==> src/hdl/cpdm_pkg.sv <==
`timescale 1ns / 1ps
`default_nettype none
// ----------------------------------------------------------------------------
// cpdm_pkg
// Shared constants, types and the arctangent table for the phase difference map.
// ----------------------------------------------------------------------------
package cpdm_pkg;

  localparam int AngleSteps   = 16;
  localparam int FractionBits = 4;
  localparam int TableLen     = 24;
  localparam int StepCount    = (AngleSteps > TableLen) ? TableLen : AngleSteps;
  localparam int StepIdxW     = $clog2(TableLen);

  localparam int SampleW  = 16;
  localparam int ProdW    = 2 * SampleW;
  localparam int CrossW   = ProdW + 1;
  localparam int PreScale = 24;
  // headroom for the cordic gain on top of the scaled vector
  localparam int XyW      = CrossW + PreScale + 2;
  localparam int AngleW   = 34;
  localparam int AtanW    = 32;

  localparam logic signed [AngleW-1:0] PiUnits     = AngleW'(64'sd3373259426);
  localparam logic signed [AngleW-1:0] HalfPiUnits = AngleW'(64'sd1686629713);

  localparam int MagW      = AngleW - 1;
  localparam int ScaleVal  = 1000 << FractionBits;
  localparam int ScaleW    = $clog2(ScaleVal + 1);
  localparam int MulW      = MagW + ScaleW;
  localparam int AngleFrac = 30;
  localparam int RoundW    = MulW + 1 - AngleFrac;
  localparam int OutW      = 17;
  localparam int OutMax    = 65535;
  localparam int OutMin    = -65536;
  localparam int OutNegLim = 65536;
  localparam int SatW      = ((RoundW > OutW) ? RoundW : OutW) + 1;

  typedef struct packed {
    logic signed [SampleW-1:0] first_real;
    logic signed [SampleW-1:0] first_imag;
    logic signed [SampleW-1:0] second_real;
    logic signed [SampleW-1:0] second_imag;
  } in_item_t;

  typedef struct packed {
    logic signed [OutW-1:0] thermal_value;
  } out_item_t;

  typedef struct packed {
    logic                     hold;
    logic signed [XyW-1:0]    x;
    logic signed [XyW-1:0]    y;
    logic signed [AngleW-1:0] z;
  } angle_stage_t;

  // atan(2^-i) in units of 2^-30 rad, truncated
  function automatic logic [AtanW-1:0] atan_unit(input logic [StepIdxW-1:0] idx);
    logic [AtanW-1:0] val;
    unique case (idx)
      5'd0:    val = 32'h3243F6A8;
      5'd1:    val = 32'h1DAC6705;
      5'd2:    val = 32'h0FADBAFC;
      5'd3:    val = 32'h07F56EA6;
      5'd4:    val = 32'h03FEAB76;
      5'd5:    val = 32'h01FFD55B;
      5'd6:    val = 32'h00FFFAAA;
      5'd7:    val = 32'h007FFF55;
      5'd8:    val = 32'h003FFFEA;
      5'd9:    val = 32'h001FFFFD;
      5'd10:   val = 32'h000FFFFF;
      5'd11:   val = 32'h0007FFFF;
      5'd12:   val = 32'h0003FFFF;
      5'd13:   val = 32'h0001FFFF;
      5'd14:   val = 32'h0000FFFF;
      5'd15:   val = 32'h00007FFF;
      5'd16:   val = 32'h00003FFF;
      5'd17:   val = 32'h00001FFF;
      5'd18:   val = 32'h00000FFF;
      5'd19:   val = 32'h000007FF;
      5'd20:   val = 32'h000003FF;
      5'd21:   val = 32'h000001FF;
      5'd22:   val = 32'h000000FF;
      5'd23:   val = 32'h0000007F;
      default: val = '0;
    endcase
    return val;
  endfunction

endpackage
`default_nettype wire

==> src/hdl/cpdm_back.sv <==
`timescale 1ns / 1ps
`default_nettype none
// ----------------------------------------------------------------------------
// cpdm_back
// Scales the angle by -1000, rounds, saturates and holds the output register.
// ----------------------------------------------------------------------------
module cpdm_back (
  input  logic                               clk,
  input  logic                               rst,
  input  logic                               in_valid,
  output logic                               in_ready,
  input  logic signed [cpdm_pkg::AngleW-1:0] in_angle,
  output logic                               out_valid,
  input  logic                               out_ready,
  output cpdm_pkg::out_item_t                out_data
);

  logic v1, v2, v3, v4;
  logic ready1, ready2, ready3, ready4;

  logic                          pos1, pos2, pos3;
  logic [cpdm_pkg::MagW-1:0]     mag;
  logic [cpdm_pkg::MulW-1:0]     prod;
  logic [cpdm_pkg::RoundW-1:0]   rnd;
  logic [cpdm_pkg::MulW:0]       rnd_sum;
  logic [cpdm_pkg::SatW-1:0]     sat_r, sat_neg;
  logic signed [cpdm_pkg::OutW-1:0] value_next;
  logic signed [cpdm_pkg::OutW-1:0] value;
  logic                          z_pos, z_neg;

  assign ready4   = !v4 || out_ready;
  assign ready3   = !v3 || ready4;
  assign ready2   = !v2 || ready3;
  assign ready1   = !v1 || ready2;
  assign in_ready = ready1;

  always_ff @(posedge clk) begin
    if (rst) begin
      v1 <= 1'b0;
      v2 <= 1'b0;
      v3 <= 1'b0;
      v4 <= 1'b0;
    end else begin
      if (ready1) v1 <= in_valid;
      if (ready2) v2 <= v1;
      if (ready3) v3 <= v2;
      if (ready4) v4 <= v3;
    end
  end

  assign z_neg   = in_angle[cpdm_pkg::AngleW-1];
  assign z_pos   = !z_neg && (in_angle != '0);
  assign rnd_sum = {1'b0, prod} + (cpdm_pkg::MulW+1)'(1 << (cpdm_pkg::AngleFrac - 1));

  always_comb begin
    sat_r   = cpdm_pkg::SatW'(rnd);
    sat_neg = cpdm_pkg::SatW'(0) - sat_r;
    if (pos3) begin
      if (sat_r > cpdm_pkg::SatW'(cpdm_pkg::OutNegLim)) begin
        value_next = cpdm_pkg::OutW'(cpdm_pkg::OutMin);
      end else begin
        value_next = cpdm_pkg::OutW'(sat_neg);
      end
    end else begin
      if (sat_r > cpdm_pkg::SatW'(cpdm_pkg::OutMax)) begin
        value_next = cpdm_pkg::OutW'(cpdm_pkg::OutMax);
      end else begin
        value_next = cpdm_pkg::OutW'(sat_r);
      end
    end
  end

  always_ff @(posedge clk) begin
    if (ready1) begin
      pos1 <= z_pos;
      mag  <= cpdm_pkg::MagW'(z_neg ? -in_angle : in_angle);
    end
    if (ready2) begin
      pos2 <= pos1;
      prod <= mag * cpdm_pkg::ScaleW'(cpdm_pkg::ScaleVal);
    end
    if (ready3) begin
      pos3 <= pos2;
      rnd  <= rnd_sum[cpdm_pkg::MulW:cpdm_pkg::AngleFrac];
    end
    if (ready4) begin
      value <= value_next;
    end
  end

  assign out_valid              = v4;
  assign out_data.thermal_value = value;

  a_reset_empty: assert property (@(posedge clk) rst |=> !out_valid)
    else $error("output register valid after reset");

  a_sign_follows: assert property (@(posedge clk) disable iff (rst)
    (v3 && ready4 && pos3) |=> (value <= 0))
    else $error("positive angle gave a positive value");

  a_nonpos_follows: assert property (@(posedge clk) disable iff (rst)
    (v3 && ready4 && !pos3) |=> (value >= 0))
    else $error("non-positive angle gave a negative value");

endmodule
`default_nettype wire

==> config.mk <==
export PLATFORM = sky130hd
export DESIGN_NAME = cpdm_back
export DESIGN_NICKNAME = d
export VERILOG_FILES = /design/src/hdl/cpdm_pkg.sv /design/src/hdl/cpdm_back.sv
export SDC_FILE = /design/constraint.sdc
export NUM_CORES = 1
export LEC_CHECK = 0
export BUFFER_PORTS_ARGS = -buffer_cell sky130_fd_sc_hd__buf_2
export CORE_UTILIZATION = 40
export CTS_BUF_LIST = sky130_fd_sc_hd__clkbuf_2
export DETAILED_ROUTE_END_ITERATION = 16
export PLACE_DENSITY = 0.57
export SETUP_SLACK_MARGIN = 0.02
export SLEW_MARGIN = 20
export SYNTH_ARGS = -nofsm -noshare
export SYNTH_HDL_FRONTEND = slang
export SYNTH_SLANG_ARGS = --single-unit
==> constraint.sdc <==
create_clock -name clk -period 8.31 [get_ports clk]
set_clock_uncertainty 0.05 [all_clocks]
set_input_delay 0.831 -clock clk [delete_from_list [all_inputs] [get_ports clk]]
set_output_delay 0.831 -clock clk [all_outputs]
set_load 0.02 [all_outputs]
==> impl_metrics.toml <==
[outcome]
status = "complete, no violations"

[floorplanning]
ios = 57
core_area_sq_um = 22800
die_area_sq_um = 24100
initial_core_util_pct = 41.1
fp.dieW_um = 155
rows = 55
die_y_um = 155

[final_layout]
layout.nets = 1178
synthToLayoutAreaGrowth_pct = 7.95
utilization_pct = 44.3
drive_above_1_share_pct = 9.19
final_cell_mix = "inv_1, fa_1, edfxtp_1"
fillCellCount = 2197
mostFrequentLayoutCell = "inv_1"

[synth]
postSynthCellCount = 876
avgSynthCellArea_sq_um = 10.7
ys_warn_count = 0
synth-compound-area-share_pct = 9.73
synthDistinctLibCells = 51
synthAdderAreaFrac_pct = 37.6
synth-seq-cells = 93
synth-edff-count = 89
netlist_area_sq_um = 9380
yosysSeqAreaShare_pct = 29.3
synth-main-ff-cell = "edfxtp_1"
synth_largest_area_cell = "edfxtp_1"
synth_top_area_share_pct = 28.5
synth_top_family_by_area = "adder cells"
yosys.area_share.simple_pct = 9.64
synth-xor-area-share_pct = 5.79
ys_top_cells_by_area = "edfxtp_1, fa_1, ha_1, inv_1, xnor2_1"
muxShareOfSynthArea_pct = 0.213
async_flop_share_pct = 0
syn-num-nets = 1123

[setup_path]
endpoint_kind = "register"
rr_endpoint = "prod[45]"
timing.rr.start = "mag[19]"
slowest_stage = "fa_1"
slowest_delay_ps = 550
cp_data_arrival_time_ps = 5450
crit_fanout = 6
r2r_cells = 15
path_common_cell = "fa_1"
worstPathRequired_ps = 8660
crit_type = "reg -> reg"
start_kind = "register"
startpoint = "mag[19]"
crit_chain = "inv_1 > fa_1 > fa_1 > fa_1 > fa_1 > inv_1 > ha_1 > a21o_1 > a311o_1 > a41oi_1 > o21ai_0 > nor2_1 > a21oi_1 > nor3_1 > xnor2_1"
r2r_setup_slack_ps = 3220

[global_routing]
global_route.usage.met3_pct = 2.31
grt_max_degree = 36
antenna_found_initial = 1
grt_busiest_layer = "met2"
grtUsageTotal_pct = 14.6
grt-ovfl-total = 0
grt_pass1_wl_um = 28400
met2_usage_pct = 24.0
grt_pass1_vias = 6122
use_met1_pct = 20.2

[clock_network]
cts_root_buf = "clkbuf_2"
path_clk_slew_ps = 290
clock_sinks = 93
clk_path_buf_depth = 2
worst_skew_pair.late_latency_ps = 640
ctsResizeCount = 0
ctsHoldBuffers = 0
ctsHtreeMaxLevel = 3
cts_tree = "built"
postCtsSetupBuffers = 0
cts_made_buffers = 9

[min_path]
holdPathEnd = "v2"
hold_path_class = "in -> reg"
hold_depth = 2
min_from = "rst"

[timing]
fin_tns_setup_ps = 0
tightest_slew_ps = 742
slew_violations = 0
holdWs_ps = 331
period_minus_slack_ps = 5090
setup_viol = 0
hold_violations = 0
relSlewSlack_pct = 50.4
rsz0062_at_grt = "no"
finalCritPeriodShare_pct = 61.3
max_freq_mhz = 196

[routing]
routed_wirelength_um = 16100
viasPerCell = 4.80
dr.pass1.iters = 4
drc_errors = 0
drt_iter0_markers = 155
wl_per_cell_um = 12.8
antenna_left = 0
dr_total_vias = 6003

[placed_design]
place_congestion = 0.830
hpwl_um = 13600
portBuffers = 56

[run]
max_cap_viol_count = 0
==> cell usage after synthesis (2+ instances only) <==
master / instances
edfxtp_1: 89
o31ai_1: 10
or2_2: 4
a31oi_1: 7
or3_1: 8
xor2_1: 12
or4_1: 7
o41ai_1: 7
nand3_1: 15
nor2b_1: 7
nand4_1: 14
nand3b_1: 2
o311ai_1: 4
xnor2_1: 50
ha_1: 88
nor3_1: 17
fa_1: 121
nor4_1: 4
o211ai_1: 3
inv_1: 177
nor2_1: 28
a21o_1: 15
mux2i_1: 2
a41oi_1: 3
nand2_1: 56
o311ai_0: 7
a21oi_1: 30
and3_1: 8
clkbuf_1: 12
a211oi_1: 6
nand2b_1: 5
o21ai_0: 36
dfxtp_1: 4
==> worst max-delay path: cells and delay by family, from the launching register on <==
| family | cells | cell delay [ps] |
|---|---|---|
| buf+inv | 2 | 310 |
| fa+ha+maj | 5 | 2380 |
| xor+xnor | 1 | 80 |
| simple gates | 2 | 420 |
| compound gates | 5 | 1150 |
| flops | 1 | 490 |
==> cells by family after synthesis <==
family          Yosys count
buf+inv                 191
simple gates            180
flops                    93
compound gates          139
mux                       2
xor+xnor                 62
fa+ha+maj               209
==> sequential cells by signal, indices dropped and copies added (netlist names) <==
signal     count
mag           33
out_valid      1
pos2           1
out_data      17
prod          18
v2             1
v3             1
pos1           1
v1             1
pos3           1
rnd           18
==> layout make-up <==
class,count,area (sq um),area share (%)
antenna,1,2.50,0.0247
clock buffer,9,45.0,0.445
clock inverter,7,75.1,0.741
inverter,178,669,6.61
multi-input combinational,592,5900,58.3
sequential,93,2750,27.2
tap,313,392,3.87
timing repair buffer,57,288,2.84
==> metrics by stage <==
stage	cell area (sq um)	std cells	setup WS, ps
finish	10100	1250	3220
floorplan	9380	876	3600
global placement	10000	1233	3290
global route	10100	1250	2810
detailed placement	10000	1233	3230
CTS	10100	1249	3180
==> layer usage <==
metal,wire length (um),vias up
met5,0,-
met4,163,0
met3,421,10
met2,7120,91
met1,8350,2820
li1,-,3082
==> worst max-delay path by stage <==
stage / endpoint / slack [ps] / depth (start not counted)
4_1_cts: prod[45] / 3180 / 15
2_1_floorplan: prod[45] / 3600 / 16
6_report: prod[45] / 3220 / 15
3_5_place_dp: prod[45] / 3230 / 15
3_3_place_gp: prod[45] / 3290 / 15
5_1_grt: prod[45] / 2810 / 15
Power is not shown: default switching activity piles up to over one toggle a cycle in this logic, so the estimate is an artifact.
