<file path="src/hdl/cpdm_pkg.sv">
`timescale 1ns / 1ps
`default_nettype none
// ----------------------------------------------------------------------------
// cpdm_pkg
// Shared constants, types and the arctangent table for the phase difference map.
// ----------------------------------------------------------------------------
package cpdm_pkg;

  localparam int AngleSteps   = 16;
  localparam int FractionBits = 4;
  localparam int TableLen     = 24;
  localparam int StepCount    = (AngleSteps > TableLen) ? TableLen : AngleSteps;
  localparam int StepIdxW     = $clog2(TableLen);

  localparam int SampleW  = 16;
  localparam int ProdW    = 2 * SampleW;
  localparam int CrossW   = ProdW + 1;
  localparam int PreScale = 24;
  // headroom for the cordic gain on top of the scaled vector
  localparam int XyW      = CrossW + PreScale + 2;
  localparam int AngleW   = 34;
  localparam int AtanW    = 32;

  localparam logic signed [AngleW-1:0] PiUnits     = AngleW'(64'sd3373259426);
  localparam logic signed [AngleW-1:0] HalfPiUnits = AngleW'(64'sd1686629713);

  localparam int MagW      = AngleW - 1;
  localparam int ScaleVal  = 1000 << FractionBits;
  localparam int ScaleW    = $clog2(ScaleVal + 1);
  localparam int MulW      = MagW + ScaleW;
  localparam int AngleFrac = 30;
  localparam int RoundW    = MulW + 1 - AngleFrac;
  localparam int OutW      = 17;
  localparam int OutMax    = 65535;
  localparam int OutMin    = -65536;
  localparam int OutNegLim = 65536;
  localparam int SatW      = ((RoundW > OutW) ? RoundW : OutW) + 1;

  typedef struct packed {
    logic signed [SampleW-1:0] first_real;
    logic signed [SampleW-1:0] first_imag;
    logic signed [SampleW-1:0] second_real;
    logic signed [SampleW-1:0] second_imag;
  } in_item_t;

  typedef struct packed {
    logic signed [OutW-1:0] thermal_value;
  } out_item_t;

  typedef struct packed {
    logic                     hold;
    logic signed [XyW-1:0]    x;
    logic signed [XyW-1:0]    y;
    logic signed [AngleW-1:0] z;
  } angle_stage_t;

  // atan(2^-i) in units of 2^-30 rad, truncated
  function automatic logic [AtanW-1:0] atan_unit(input logic [StepIdxW-1:0] idx);
    logic [AtanW-1:0] val;
    unique case (idx)
      5'd0:    val = 32'h3243F6A8;
      5'd1:    val = 32'h1DAC6705;
      5'd2:    val = 32'h0FADBAFC;
      5'd3:    val = 32'h07F56EA6;
      5'd4:    val = 32'h03FEAB76;
      5'd5:    val = 32'h01FFD55B;
      5'd6:    val = 32'h00FFFAAA;
      5'd7:    val = 32'h007FFF55;
      5'd8:    val = 32'h003FFFEA;
      5'd9:    val = 32'h001FFFFD;
      5'd10:   val = 32'h000FFFFF;
      5'd11:   val = 32'h0007FFFF;
      5'd12:   val = 32'h0003FFFF;
      5'd13:   val = 32'h0001FFFF;
      5'd14:   val = 32'h0000FFFF;
      5'd15:   val = 32'h00007FFF;
      5'd16:   val = 32'h00003FFF;
      5'd17:   val = 32'h00001FFF;
      5'd18:   val = 32'h00000FFF;
      5'd19:   val = 32'h000007FF;
      5'd20:   val = 32'h000003FF;
      5'd21:   val = 32'h000001FF;
      5'd22:   val = 32'h000000FF;
      5'd23:   val = 32'h0000007F;
      default: val = '0;
    endcase
    return val;
  endfunction

endpackage
`default_nettype wire

</file>
<file path="src/hdl/cpdm_front.sv">
`timescale 1ns / 1ps
`default_nettype none
// ----------------------------------------------------------------------------
// cpdm_front
// Conjugate product of the two samples, quadrant fold and special cases.
// ----------------------------------------------------------------------------
module cpdm_front (
  input  logic                    clk,
  input  logic                    rst,
  input  logic                    in_valid,
  output logic                    in_ready,
  input  cpdm_pkg::in_item_t      in_data,
  output logic                    out_valid,
  input  logic                    out_ready,
  output cpdm_pkg::angle_stage_t  out_data
);

  logic v1, v2, v3;
  logic ready1, ready2, ready3;

  logic signed [cpdm_pkg::ProdW-1:0]  p_rr, p_ii, p_ir, p_ri;
  logic signed [cpdm_pkg::CrossW-1:0] re, im;
  cpdm_pkg::angle_stage_t             init_next;
  cpdm_pkg::angle_stage_t             init;

  logic signed [cpdm_pkg::CrossW-1:0] xa, ya;
  logic                               re_zero, im_zero, im_pos;

  assign ready3   = !v3 || out_ready;
  assign ready2   = !v2 || ready3;
  assign ready1   = !v1 || ready2;
  assign in_ready = ready1;

  always_ff @(posedge clk) begin
    if (rst) begin
      v1 <= 1'b0;
      v2 <= 1'b0;
      v3 <= 1'b0;
    end else begin
      if (ready1) v1 <= in_valid;
      if (ready2) v2 <= v1;
      if (ready3) v3 <= v2;
    end
  end

  always_ff @(posedge clk) begin
    if (ready1) begin
      p_rr <= in_data.first_real * in_data.second_real;
      p_ii <= in_data.first_imag * in_data.second_imag;
      p_ir <= in_data.first_imag * in_data.second_real;
      p_ri <= in_data.first_real * in_data.second_imag;
    end
    if (ready2) begin
      re <= cpdm_pkg::CrossW'(p_rr) + cpdm_pkg::CrossW'(p_ii);
      im <= cpdm_pkg::CrossW'(p_ir) - cpdm_pkg::CrossW'(p_ri);
    end
    if (ready3) begin
      init <= init_next;
    end
  end

  always_comb begin
    re_zero = (re == '0);
    im_zero = (im == '0);
    im_pos  = !im[cpdm_pkg::CrossW-1] && !im_zero;
    xa      = re;
    ya      = im;
    init_next.hold = 1'b0;
    init_next.z    = '0;
    priority if (re_zero) begin
      init_next.hold = 1'b1;
      if (im_pos) begin
        init_next.z = cpdm_pkg::HalfPiUnits;
      end else if (!im_zero) begin
        init_next.z = -cpdm_pkg::HalfPiUnits;
      end
    end else if (im_zero) begin
      init_next.hold = 1'b1;
      if (re[cpdm_pkg::CrossW-1]) init_next.z = cpdm_pkg::PiUnits;
    end else if (re[cpdm_pkg::CrossW-1]) begin
      // left half plane: rotate by pi and start from +-pi
      xa = -re;
      ya = -im;
      init_next.z = im_pos ? cpdm_pkg::PiUnits : -cpdm_pkg::PiUnits;
    end else begin
      // right half plane: rotations start from zero
      init_next.z = '0;
    end
    init_next.x = cpdm_pkg::XyW'($signed({xa, {cpdm_pkg::PreScale{1'b0}}}));
    init_next.y = cpdm_pkg::XyW'($signed({ya, {cpdm_pkg::PreScale{1'b0}}}));
  end

  assign out_valid = v3;
  assign out_data  = init;

endmodule
`default_nettype wire

</file>
<file path="config.mk">
export PLATFORM = sky130hd
export DESIGN_NAME = cpdm_front
export DESIGN_NICKNAME = d
export VERILOG_FILES = /design/src/hdl/cpdm_pkg.sv /design/src/hdl/cpdm_front.sv
export SDC_FILE = /design/constraint.sdc
export NUM_CORES = 2
export LEC_CHECK = 0
export BUFFER_PORTS_ARGS = -buffer_cell sky130_fd_sc_hd__buf_2
export CORE_ASPECT_RATIO = 0.8
export CORE_UTILIZATION = 59
export DETAILED_ROUTE_END_ITERATION = 8
export PLACE_DENSITY = 0.87
export SYNTH_ARGS = -nofsm -noshare
export SYNTH_HDL_FRONTEND = slang
export SYNTH_SLANG_ARGS = --single-unit
</file>
<file path="constraint.sdc">
create_clock -name clk -period 6.7 [get_ports clk]
set_input_delay 0.335 -clock clk [delete_from_list [all_inputs] [get_ports clk]]
set_output_delay 0.335 -clock clk [all_outputs]
set_load 0.02 [all_outputs]
</file>
==> impl_metrics.py <==
metrics = {
    "clock_tree": {
        "cts_root_buf": "clkbuf_16",
        "clk_latency_ns": 0.60,
        "path_clk_slew_ns": 0.06,
        "cts_setup_buffers": 0,
        "numCtsBuffers": 34,
        "cts_max_path_buffers": 3,
        "cts.sinks": 270,
        "cts_tree": "yes",
        "htreeDepth": 2,
    },
    "place": {
        "gp_congestion": 0.9645,
        "port_buffers": 174,
        "pre_cts_slack_ns": -0.2118,
        "dp_hpwl_um": 106800,
    },
    "worst_hold_path": {
        "min_path_type": "input port to flip-flop",
        "holdPathStages": 4,
    },
    "die": {
        "fp.dieW_um": 335.9,
        "core_area_um2": 87990,
        "initial_core_util": 0.5980,
        "io_pins": 223,
        "die_area_um2": 90390,
        "die_h_um": 269.1,
        "fp-row-count": 97,
    },
    "synthesis": {
        "synth_edf_count": 267,
        "netlist_area_um2": 52620,
        "ys_types": 71,
        "synth_top_family_by_area": "adder cells",
        "yosys.area.top_type": "fa_1",
        "yosysWarnings": 0,
        "synth-xor-area-share": 0.04178,
        "synth_flop_cell": "edfxtp_1",
        "synth_mux_area_frac": 0,
        "avgSynthCellArea_um2": 9.721,
        "synth_compound_area_frac": 0.06218,
        "synthTopCellsByArea": "fa_1 (40%), edfxtp_1 (15%), ha_1 (9.4%), inv_1 (8.9%), and2_1 (6.0%)",
        "yosysTopAreaCellShare": 0.3995,
        "synth-async-reset-ratio": 0,
        "synth_seq_area_share": 0.1535,
        "synthAdderAreaFrac": 0.4939,
        "syn_inst": 5413,
        "synth-simple-area-share": 0.1336,
        "ys_ff_latch": 270,
    },
    "timing": {
        "timing.fmax_mhz": 155.6,
        "slew_viol_final": 0,
        "finalWorstSetupSlack_ns": 0.2745,
        "hold_slack_ns": 0.06634,
        "min_period_ns": 6.426,
        "fin_skew_ns": 0.03144,
        "finalCritPeriodShare": 0.9590,
        "final-setup-viol-count": 0,
        "grt_setup_unrepaired": "no",
        "report.final.hold_viol_count": 0,
        "tightestPinTransition_ns": 1.347,
        "slew_headroom": 0.09052,
    },
    "cells_and_area": {
        "drive_gt1_frac": 0.08057,
        "fill_cells": 6501,
        "finalNetCount": 7100,
        "synthToLayoutAreaGrowth_pct": 7.997,
    },
    "grt": {
        "grt_start_max_net_pins": 74,
        "grt_pass1_wl_um": 215000,
        "grt.overflow.total": 0,
        "grt_pass1_vias": 41030,
        "track_usage": 0.3034,
        "grt_antenna_before_repair": 11,
    },
    "setup_path": {
        "start_kind": "input port",
        "worst-setup-path-type": "input port to flip-flop",
        "critPathCaptureType": "flip-flop",
        "reg2regPathDepth": 14,
        "worstPathRequired_ns": 7.03,
        "critPathMaxFanout": 12,
        "arrival_ns": 6.75,
    },
    "run_status": {
        "status": "completed",
    },
    "drt": {
        "drc_errors": 0,
        "wl_per_cell_um": 19.34,
        "drtPass1Iterations": 8,
        "vias": 38190,
        "drt_iter0_drc": 3548,
        "routed_via_density": 5.611,
        "drt-total-wl_um": 131600,
        "postRouteAntennaNets": 0,
    },
    "run": {
        "maxCapViolations": 0,
    },
}
==> per-layer routing <==
layer	wire, um	vias up	share of wire	global-route usage
li1	-	16650	-	-
met1	50980	19190	0.39	0.4212
met2	59590	1934	0.45	0.4679
met3	14980	408	0.11	0.06537
met4	6053	6	0.046	0.1181
met5	32	-	0.00024	0
==> layout by cell type, fill, tap and decap left out, drive strengths merged, types with 30 or more instances in the layout <==
| cell type | count |
|---|---|
| a21oi | 144 |
| xnor2 | 180 |
| a21o | 67 |
| nor3 | 41 |
| nand2 | 552 |
| conb | 48 |
| and2 | 509 |
| inv | 1242 |
| xor2 | 71 |
| o21ai | 101 |
| ha | 397 |
| fa | 1050 |
| nand2b | 30 |
| nor2 | 159 |
| o21a | 33 |
| clkbuf | 41 |
| buf | 375 |
| edfxtp | 267 |
==> registers in the layout (all words and copies together) (netlist names) <==
register,cells
im,33
out_data,73
out_valid,1
p_ii,32
p_ir,32
p_ri,32
p_rr,32
re,33
v1,1
v2,1
==> cell usage after synthesis (7+ instances only) <==
cell type	n
nor2b_1	18
clkbuf_1	205
o41ai_1	13
or3_1	11
ha_1	397
nand2_1	552
inv_1	1242
edfxtp_1	267
xnor2_1	180
o21bai_1	24
and2_1	507
nand2b_1	30
a21o_1	67
fa_1	1050
a211oi_1	21
a21oi_1	144
nand4_1	13
xor2_1	71
a211o_1	9
nor2_1	159
and3_1	17
o211ai_1	9
a31oi_1	10
or4_1	10
o31ai_1	17
buf_4	80
o21a_1	33
o21ai_0	101
nand3_1	24
a221oi_1	7
nor3_1	40
==> path summary, 6_finish.rpt <==
check,from,endpoint,slack [ns]
worst min register to register,v2,out_valid,0.47
worst max-delay path,in_data[23],p_ir[24],0.27
worst max register to register,im[2],out_data[83],1.83
worst min-delay path,out_ready,out_valid,0.07
==> per-stage QoR <==
step                      TNS (ns)  area [um^2]  instances    util
after global placement    -0.05057        55610       6735  0.6320
after floorplan                  0        52790       5460       -
after CTS                        0        56810       6798  0.6456
after detailed placement   -0.8070        55610       6735  0.6320
after global routing             0        56820       6803  0.6458
final                            0        56830       6805  0.6458
==> area by class of cell <==
class                      instances  area, um^2  share of cell area
multi-input combinational       3659       38680              0.6808
clock inverter                    20       302.8            0.005328
antenna                            7       17.52           0.0003083
sequential                       270        8078              0.1421
clock buffer                      41       877.1             0.01543
timing repair buffer             377        2713             0.04774
tap                             1188        1486             0.02616
inverter                        1243        4667             0.08213
==> cells by family (layout without fill, tap and decap cells) <==
| group | after synthesis | after routing |
|---|---|---|
| xor+xnor | 251 | 251 |
| fa+ha+maj | 1447 | 1447 |
| flops | 270 | 270 |
| simple gates | 1408 | 1408 |
| other cells | 1 | 55 |
| buf+inv | 1531 | 1681 |
| compound gates | 505 | 505 |
==> critical path, stage by stage <==
cell and delay (ns):
buf_2 0.44, nand2_1 0.17, fa_1 0.56, inv_1 0.05, fa_1 0.48, fa_1 0.57
fa_1 0.43, fa_1 0.49, inv_1 0.05, fa_1 0.48, inv_1 0.04, ha_1 0.30
a21o_1 0.16, a221oi_1 0.39, o21ai_0 0.23, or3_1 0.35, o211ai_1 0.41, nand2b_1 0.19
a21o_1 0.23, a21oi_1 0.26, xnor2_1 0.12
==> repair_timing <==
item / CTS / global route
hold buffers: 2 / 0
gates resized for setup: 0 / 0
endpoints found under the hold margin: 3 / 0
Power is left out: the tool's default activity adds up to more than one toggle a clock period on the data nets, which glitch-free logic cannot reach.
