===== config.mk =====
export PLATFORM = sky130hd
export DESIGN_NAME = cpdm_cell
export DESIGN_NICKNAME = d
export VERILOG_FILES = /design/src/hdl/cpdm_pkg.sv /design/src/hdl/cpdm_cell.sv
export SDC_FILE = /design/constraint.sdc
export NUM_CORES = 1
export LEC_CHECK = 0
export BUFFER_PORTS_ARGS = -buffer_cell sky130_fd_sc_hd__buf_2
export CORE_MARGIN = 10
export CORE_UTILIZATION = 48
export CTS_CLUSTER_DIAMETER = 80
export DETAILED_ROUTE_END_ITERATION = 7
export PLACE_DENSITY = 0.71
export SYNTH_ARGS = -nofsm -noshare
export SYNTH_HDL_FRONTEND = slang
export SYNTH_SLANG_ARGS = --single-unit

===== constraint.sdc =====
create_clock -name clk -period 9 [get_ports clk]
set_input_delay 2.7 -clock clk [delete_from_list [all_inputs] [get_ports clk]]
set_output_delay 2.7 -clock clk [all_outputs]
set_load 0.02 [all_outputs]

===== src/hdl/cpdm_pkg.sv =====
`timescale 1ns / 1ps
`default_nettype none
// ----------------------------------------------------------------------------
// cpdm_pkg
// Shared constants, types and the arctangent table for the phase difference map.
// ----------------------------------------------------------------------------
package cpdm_pkg;

  localparam int AngleSteps   = 16;
  localparam int FractionBits = 4;
  localparam int TableLen     = 24;
  localparam int StepCount    = (AngleSteps > TableLen) ? TableLen : AngleSteps;
  localparam int StepIdxW     = $clog2(TableLen);

  localparam int SampleW  = 16;
  localparam int ProdW    = 2 * SampleW;
  localparam int CrossW   = ProdW + 1;
  localparam int PreScale = 24;
  // headroom for the cordic gain on top of the scaled vector
  localparam int XyW      = CrossW + PreScale + 2;
  localparam int AngleW   = 34;
  localparam int AtanW    = 32;

  localparam logic signed [AngleW-1:0] PiUnits     = AngleW'(64'sd3373259426);
  localparam logic signed [AngleW-1:0] HalfPiUnits = AngleW'(64'sd1686629713);

  localparam int MagW      = AngleW - 1;
  localparam int ScaleVal  = 1000 << FractionBits;
  localparam int ScaleW    = $clog2(ScaleVal + 1);
  localparam int MulW      = MagW + ScaleW;
  localparam int AngleFrac = 30;
  localparam int RoundW    = MulW + 1 - AngleFrac;
  localparam int OutW      = 17;
  localparam int OutMax    = 65535;
  localparam int OutMin    = -65536;
  localparam int OutNegLim = 65536;
  localparam int SatW      = ((RoundW > OutW) ? RoundW : OutW) + 1;

  typedef struct packed {
    logic signed [SampleW-1:0] first_real;
    logic signed [SampleW-1:0] first_imag;
    logic signed [SampleW-1:0] second_real;
    logic signed [SampleW-1:0] second_imag;
  } in_item_t;

  typedef struct packed {
    logic signed [OutW-1:0] thermal_value;
  } out_item_t;

  typedef struct packed {
    logic                     hold;
    logic signed [XyW-1:0]    x;
    logic signed [XyW-1:0]    y;
    logic signed [AngleW-1:0] z;
  } angle_stage_t;

  // atan(2^-i) in units of 2^-30 rad, truncated
  function automatic logic [AtanW-1:0] atan_unit(input logic [StepIdxW-1:0] idx);
    logic [AtanW-1:0] val;
    unique case (idx)
      5'd0:    val = 32'h3243F6A8;
      5'd1:    val = 32'h1DAC6705;
      5'd2:    val = 32'h0FADBAFC;
      5'd3:    val = 32'h07F56EA6;
      5'd4:    val = 32'h03FEAB76;
      5'd5:    val = 32'h01FFD55B;
      5'd6:    val = 32'h00FFFAAA;
      5'd7:    val = 32'h007FFF55;
      5'd8:    val = 32'h003FFFEA;
      5'd9:    val = 32'h001FFFFD;
      5'd10:   val = 32'h000FFFFF;
      5'd11:   val = 32'h0007FFFF;
      5'd12:   val = 32'h0003FFFF;
      5'd13:   val = 32'h0001FFFF;
      5'd14:   val = 32'h0000FFFF;
      5'd15:   val = 32'h00007FFF;
      5'd16:   val = 32'h00003FFF;
      5'd17:   val = 32'h00001FFF;
      5'd18:   val = 32'h00000FFF;
      5'd19:   val = 32'h000007FF;
      5'd20:   val = 32'h000003FF;
      5'd21:   val = 32'h000001FF;
      5'd22:   val = 32'h000000FF;
      5'd23:   val = 32'h0000007F;
      default: val = '0;
    endcase
    return val;
  endfunction

endpackage
`default_nettype wire


===== src/hdl/cpdm_cell.sv =====
`timescale 1ns / 1ps
`default_nettype none
// ----------------------------------------------------------------------------
// cpdm_cell
// One vectoring rotation step; a row of these forms the angle pipeline.
// ----------------------------------------------------------------------------
module cpdm_cell (
  input  logic                           clk,
  input  logic                           rst,
  input  logic [cpdm_pkg::StepIdxW-1:0]  step,
  input  logic                           in_valid,
  output logic                           in_ready,
  input  cpdm_pkg::angle_stage_t         in_data,
  output logic                           out_valid,
  input  logic                           out_ready,
  output cpdm_pkg::angle_stage_t         out_data
);

  logic                              valid;
  cpdm_pkg::angle_stage_t            stage;
  cpdm_pkg::angle_stage_t            stage_next;
  logic signed [cpdm_pkg::XyW-1:0]   dx, dy;
  logic signed [cpdm_pkg::AngleW-1:0] dz;
  logic                              y_pos;

  assign in_ready = !valid || out_ready;

  always_ff @(posedge clk) begin
    if (rst) begin
      valid <= 1'b0;
    end else if (in_ready) begin
      valid <= in_valid;
    end
  end

  always_ff @(posedge clk) begin
    if (in_ready) begin
      stage <= stage_next;
    end
  end

  always_comb begin
    // arithmetic shift is a floor shift
    dx    = in_data.y >>> step;
    dy    = in_data.x >>> step;
    dz    = {{(cpdm_pkg::AngleW-cpdm_pkg::AtanW){1'b0}}, cpdm_pkg::atan_unit(step)};
    y_pos = !in_data.y[cpdm_pkg::XyW-1] && (in_data.y != '0);
    stage_next = in_data;
    if (!in_data.hold) begin
      if (y_pos) begin
        stage_next.x = in_data.x + dx;
        stage_next.y = in_data.y - dy;
        stage_next.z = in_data.z + dz;
      end else begin
        stage_next.x = in_data.x - dx;
        stage_next.y = in_data.y + dy;
        stage_next.z = in_data.z - dz;
      end
    end
  end

  assign out_valid = valid;
  assign out_data  = stage;

  a_hold_passes: assert property (@(posedge clk) disable iff (rst)
    (in_valid && in_ready && in_data.hold) |=>
      (out_valid && out_data.hold && out_data.z == $past(in_data.z)))
    else $error("held angle changed in cell");

  a_x_stays_pos: assert property (@(posedge clk) disable iff (rst)
    (in_valid && in_ready && !in_data.hold && in_data.x > 0) |=> (out_data.x > 0))
    else $error("x left the right half plane");

  a_reset_empty: assert property (@(posedge clk) rst |=> !out_valid)
    else $error("cell holds a transaction after reset");

endmodule
`default_nettype wire


==> out/results.ini, run 1 <==
[sta]
skew_ns=0.01527
drv_slew=0
fmax_ghz=0.1142
tightest_slew_ns=0.8926
maxSlewHeadroom_pct=40.37
setup_tns_ns=0
rsz0062_at_grt=false
hold_ws_ns=0.9726
setup_slack_ns=0.2429
setup_viol_count_final=0
period_minus_slack_ns=8.757
period_share_pct=97.30
finalHoldViolCount=0

[logic_synthesis]
synth_top_family_by_area=compound AO/OA/AOI/OAI gates
yosys.area_share.simple_pct=16.42
muxShareOfSynthArea_pct=21.71
ys_types=86
async_reset_ff_share_pct=0
synthesis.area_mm2=0.02656
synth_cells=3119
synth-seq-area-share_pct=17.38
synthAdderAreaFrac_pct=8.047
synthXorXnorAreaFrac_pct=8.377
synth_area_per_cell_um2=8.514
synth_seq_cells=154
ys_warn_count=0
synth_compound_area_share_pct=23.76
yosys_most_used_dff=edfxtp_1
synth_edf_count=153
syn_nets=3450

[global_routing]
track_usage_pct=34.11
grt_overflow=0
antenna_found_initial=5
grt_max_degree=105
grt_pass1_vias=28800
grt_pass1_wl_um=171200

[critical_path]
critPathRequiredTime_ns=9.24
crit_type=in2reg
crit_family=compound AO/OA/AOI/OAI gates
crit_buf_inv=1
crit_path_cell_trace=buf_8, mux4_1, mux4_2, a221oi_2, nand4_1, or4_4, nor2_2, and3_1, and2_1, a31oi_1, xnor2_1, ha_1, a21o_1, a21o_1, a2111oi_1, o31ai_1, a221o_1, a31o_2, a221o_1, a21o_1, a311oi_1, xor2_1, o21ai_0
crit_fanout=26
slowest_stage=mux4_1
crit_path_end_kind=flip-flop
crit_top_cell=a21o_1
max_stage_delay_ns=0.65
cp-start-kind=input port
critPathArrivalTime_ns=9.00

[clock_network]
cts_max_path_buffers=2
cts_buffers=17
clockRootBuffer=clkbuf_16
cts_tree=yes
cts.sinks=154
cts.reportedPaths.clkPinSlew_ns=0.07
htreeDepth=4
insertion_delay_ns=0.52

[place]
dp_slack_ns=-0.6520
dp.final_hpwl_um=91650
place_area_mm2=0.03448
port_buffers=316
place.gp.congestion=1.066

[layout]
final_cell_mix=buf_4 (796), nand2_1 (382), buf_2 (310)
syn2layout_area_growth_pct=32.61
final_common_cell=buf_4
stdcell_area_mm2=0.03522
fin_util_pct=64.05
fin_nets=4394
drive_gt1_share_pct=34.86

[status]
status=finished, final reports clean

[routing]
ant_nets=0
wirelength_um=113900
num_vias=30320
wl_per_cell_um=23.59
drc=0
dr.first_iter.drc_count=3210
vias_per_cell=6.276
drt_pre_antenna_iters=6

[floorplan]
fp.dieW_um=255.2
boundaryPins=317
initial_core_util_pct=48.30
design.core.area_mm2=0.05499
dieArea_mm2=0.06513
placementRows=86
dieHeight_um=255.2

[power_and_ir_drop]
p_per_area_mw_per_mm2=156.1
vdd_ir_drop_max_mv=0.1620
p_leak_nw=16.10

[worst_hold_path]
worstHoldPathType=reg2reg

[job]
drv_cap=0

## per-stage QoR
step | instances | total power [mW]
3_3_place_gp | 4791 | 4.555
6_report | 4830 | 5.496
2_1_floorplan | 3119 | 3.099
3_5_place_dp | 4791 | 4.580
5_1_grt | 4829 | 5.804
4_1_cts | 4823 | 5.438
## tightest hold or removal path, delay by kind of cell (launching register included)
family                 cells  cell delay (ns)
AND/OR/NAND/NOR            1             0.11
buffers and inverters      1             0.28
flip-flops                 1             0.37
## kinds of logic (layout without fill, tap and decap cells)
kind of cell,Yosys count,in the layout
AOI/OAI and AO/OA,996,996
and+or+nand+nor,930,930
muxes,353,353
buffers and inverters,263,1220
xor gates and xnor gates,254,254
adders and majority gates,169,169
DFF,154,154
other,0,6
## sequential cells by signal, indices dropped and copies added, names as in the netlist
register and count:
out_data 153, out_valid 1
## area by class of cell
cell class	instances	area, µm²
flip-flops and latches	154	4614
inverters	61	234.0
multi-input cells	2702	20890
repair buffers	1127	7893
clock buffers	20	436.7
clock inverters	12	198.9
fillers	4753	19770
well taps	748	935.9
diodes	6	15.01
## worst paths after layout
kind,from,end,slack (ns),cells past startpoint
worst max-delay path,step[1],out_data[149],0.24,23
worst min-delay path,out_valid,out_data[54],0.97,2
worst max register to register,out_valid,out_data[151],6.97,3
worst min register to register,out_valid,out_data[54],0.97,2
## report_power, final
| part | total, mW | switching, mW | leakage, nW | internal [mW] |
|---|---|---|---|---|
| combinational | 3.63 | 2.00 | 14.2 | 1.63 |
| clock | 0.824 | 0.334 | 0.308 | 0.490 |
| sequential | 1.04 | 0.0385 | 1.62 | 0.999 |
| total | 5.50 | 2.37 | 16.1 | 3.12 |
## metal layers
layer / GRT usage, % / up-vias / wire length [µm]
met2: 51.83 / 1745 / 50200
met3: 7.330 / 263 / 12160
met4: 14.35 / 0 / 4729
met5: 0 / - / 0
li1: - / 13880 / -
met1: 46.21 / 14430 / 46850
## Yosys cell counts, types with 11 or more instances
| cell | n | area (µm²) |
|---|---|---|
| xnor2_1 | 136 | 1191 |
| and3_1 | 36 | 225.2 |
| edfxtp_1 | 153 | 4594 |
| nor2_1 | 210 | 788.3 |
| mux2i_1 | 135 | 1351 |
| or2_2 | 16 | 100.1 |
| mux4_2 | 151 | 3401 |
| nand2_1 | 382 | 1434 |
| a31oi_1 | 38 | 237.7 |
| nand2b_1 | 29 | 181.4 |
| and4_1 | 11 | 96.34 |
| o21ai_0 | 279 | 1396 |
| clkbuf_1 | 114 | 427.9 |
| and2_1 | 25 | 156.4 |
| a221oi_1 | 19 | 166.4 |
| o31ai_1 | 24 | 180.2 |
| nand3_1 | 58 | 290.3 |
| nor3_1 | 32 | 160.2 |
| ha_1 | 166 | 2077 |
| xor2_1 | 118 | 1033 |
| or3_1 | 15 | 93.84 |
| buf_1 | 41 | 153.9 |
| mux4_1 | 17 | 446.7 |
| a211oi_1 | 39 | 292.8 |
| o21a_1 | 28 | 210.2 |
| a21o_1 | 128 | 960.9 |
| nor4_1 | 24 | 150.1 |
| nor2b_1 | 21 | 131.4 |
| buf_2 | 31 | 155.2 |
| o21bai_1 | 18 | 135.1 |
| inv_1 | 60 | 225.2 |
| mux2_2 | 49 | 551.8 |
| a21oi_1 | 252 | 1261 |
| o211ai_1 | 27 | 202.7 |
| nand4_1 | 32 | 200.2 |
## timing repair
action | CTS | global route
buffers inserted | 0 | 1
hold buffers | 0 | 0
setup endpoints to repair | 5 | 28
gates cloned | 0 | 0
pin swaps | 0 | 1
resized for setup | 3 | 22
Power figures use the tool's default switching activity.
==> run 2, diff against run 1 <==
--- a/config.mk
+++ b/config.mk
@@ -10,6 +10,7 @@
 export CORE_UTILIZATION = 48
 export CTS_CLUSTER_DIAMETER = 80
 export DETAILED_ROUTE_END_ITERATION = 7
+export MAX_ROUTING_LAYER = met4
 export PLACE_DENSITY = 0.71
 export SYNTH_ARGS = -nofsm -noshare
 export SYNTH_HDL_FRONTEND = slang
==> run 2 against run 1 <==
Count of clock-buffer cells in the layout shrank 2. Combinational power shrank 2%. Utilization shrank 0.90 points. Non-clock buffer count shrank 66. Critical endpoint unchanged. Highest routed layer unchanged.
==> out/results.ini, run 2 (same netlist as run 1, synthesis figures left out) <==
[status]
status=finished, final reports clean

[place]
port_buffers=316  ; unchanged
dp.final_hpwl_um=90260  ; -1.5%
dp_slack_ns=-0.4451  ; +0.2069 ns
dp_cells=4726  ; -1.4%
place.gp.congestion=1.073  ; +0.66%

[clock_network]
cts_resized=0  ; -3
cts.sinks=154  ; unchanged
clockRootBuffer=clkbuf_16
post_cts_buffers=0  ; unchanged
cts.reportedPaths.clkPinSlew_ns=0.07  ; about the same
htreeDepth=4  ; unchanged
cts_tree=yes
cts_buffers=17  ; unchanged
postCtsHoldBufs=0  ; unchanged
insertion_delay_ns=0.50  ; -0.02 ns
cts_max_path_buffers=2  ; unchanged

[sta]
drv_slew=0  ; unchanged
period_share_pct=96.98  ; -0.32 points
period_minus_slack_ns=8.728  ; -0.02887 ns
tightest_slew_ns=0.9725  ; +0.07995 ns
setup_viol_count_final=0  ; unchanged
finalHoldViolCount=0  ; unchanged
setup_slack_ns=0.2717  ; +0.02887 ns
setup_tns_ns=0  ; unchanged
hold_ws_ns=0.8241  ; -0.1485 ns
fmax_ghz=0.1146  ; +0.33%
skew_ns=0.006755  ; -0.008520 ns
maxSlewHeadroom_pct=35.09  ; -5.3 points

[layout]
final_common_cell=buf_4
drive_gt1_share_pct=33.64  ; -1.2 points
final_cell_mix=buf_4 (728), nand2_1 (382), buf_2 (310)
syn2layout_area_growth_pct=30.74
largest_reg_flops=153  ; unchanged
instances_no_fill=4767  ; -1.3%
fin_nets=4328  ; -1.5%

[floorplan]
design.core.area_mm2=0.05499  ; unchanged
dieHeight_um=255.2  ; unchanged
fp.dieW_um=255.2  ; unchanged
dieArea_mm2=0.06513  ; unchanged
initial_core_util_pct=48.30  ; unchanged
placementRows=86  ; unchanged
boundaryPins=317  ; unchanged

[critical_path]
crit_top_cell=a21o_1
slowest_stage=or4_4
crit_family=compound AO/OA/AOI/OAI gates
crit_type=in2reg
crit_path_end_kind=flip-flop
crit_buf_inv=2  ; +1
crit_fanout=26  ; unchanged
critPathArrivalTime_ns=8.96  ; -0.04 ns
max_stage_delay_ns=0.60  ; -0.05 ns
critPathRequiredTime_ns=9.23  ; about the same
crit_path_cell_trace=buf_8, buf_4, mux4_2, mux4_2, mux2i_2, nand4_1, or4_4, nor2_2, and3_1, and2_1, a31oi_1, xnor2_1, ha_1, a21o_1, a21o_1, a2111oi_2, o31ai_1, a221o_1, a31o_2, a221o_1, a21o_1, a311oi_1, xor2_1, o21ai_0
cp-start-kind=input port

[routing]
wirelength_um=112400  ; -1.4%
vias_per_cell=6.266  ; -0.17%
ant_nets=0  ; unchanged
wl_per_cell_um=23.57  ; about the same
drt_pre_antenna_iters=6  ; unchanged
num_vias=29870  ; -1.5%
drc=0  ; unchanged
dr.first_iter.drc_count=3425  ; +6.7%

[job]
drv_cap=0  ; unchanged

[global_routing]
track_usage_pct=34.33  ; +0.22 points
grt_overflow=0  ; unchanged
grt_pass1_wl_um=167800  ; -2.0%
grt_pass1_vias=28510  ; -1.0%
grt_max_degree=168  ; +60%
antenna_found_initial=7  ; +2

[power_and_ir_drop]
p_leak_nw=15.76  ; -2.1%
vdd_ir_drop_max_mv=0.1634  ; +0.87%
power.total_mw=5.388  ; -2.0%
p_per_area_mw_per_mm2=155.2  ; -0.55%

[worst_hold_path]
worstHoldPathType=reg2reg

==> run 2: cell types whose count changed in the layout (fill, tap and decap cells not counted), sizes merged <==
cell	previous run	this run
clkinvlp	1	5
clkbuf	21	19
buf	1126	1060
bufinv	5	3
diode	6	9
inv	62	64
clkinv	5	3
==> run 2: final cells by class <==
cell class              count  area (µm²)
well taps                 748       935.9
multi-input cells        2702       20880
flip-flops and latches    154        4614
fillers                  4876       20270
clock buffers              18       429.2
inverters                  61       234.0
clock inverters            14       170.2
diodes                      9       22.52
repair buffers           1061        7435
==> run 2: worst register-to-register path, stage by stage (launching register included) <==
cell and delay (ns):
dfxtp_1 0.33, nand2b_4 0.34, buf_4 0.76
==> run 2: metal layers <==
layer	global-route usage [%]	vias up	part of all wire, %
li1	-	13720	-
met1	44.90	14150	41
met2	50.85	1755	44
met3	8.234	243	11
met4	12.70	0	3.5
met5	-	-	0
==> run 2: final timing paths <==
path / slack (ns) / depth (start not counted) / start / end
setup / recovery: 0.27 / 24 / step[1] / out_data[149]
hold / removal: 0.82 / 2 / out_valid / out_valid
setup reg to reg: 7.14 / 2 / out_valid / out_data[150]
hold reg to reg: 0.82 / 2 / out_valid / out_valid
==> run 2: stage by stage <==
step / instance area (µm²) / util (%)
after CTS: 34630 / 62.98
after global routing: 34710 / 63.13
final: 34720 / 63.14
after global placement: 34030 / 61.89
after detailed placement: 34030 / 61.89
after floorplan: 26600 / -
==> run 2: report_power, final <==
group          internal, mW  switching (mW)  leakage [nW]
combinational          1.60            1.98          13.9
sequential            0.999          0.0392          1.62
clock                 0.435           0.341         0.275
total                  3.03            2.36          15.8
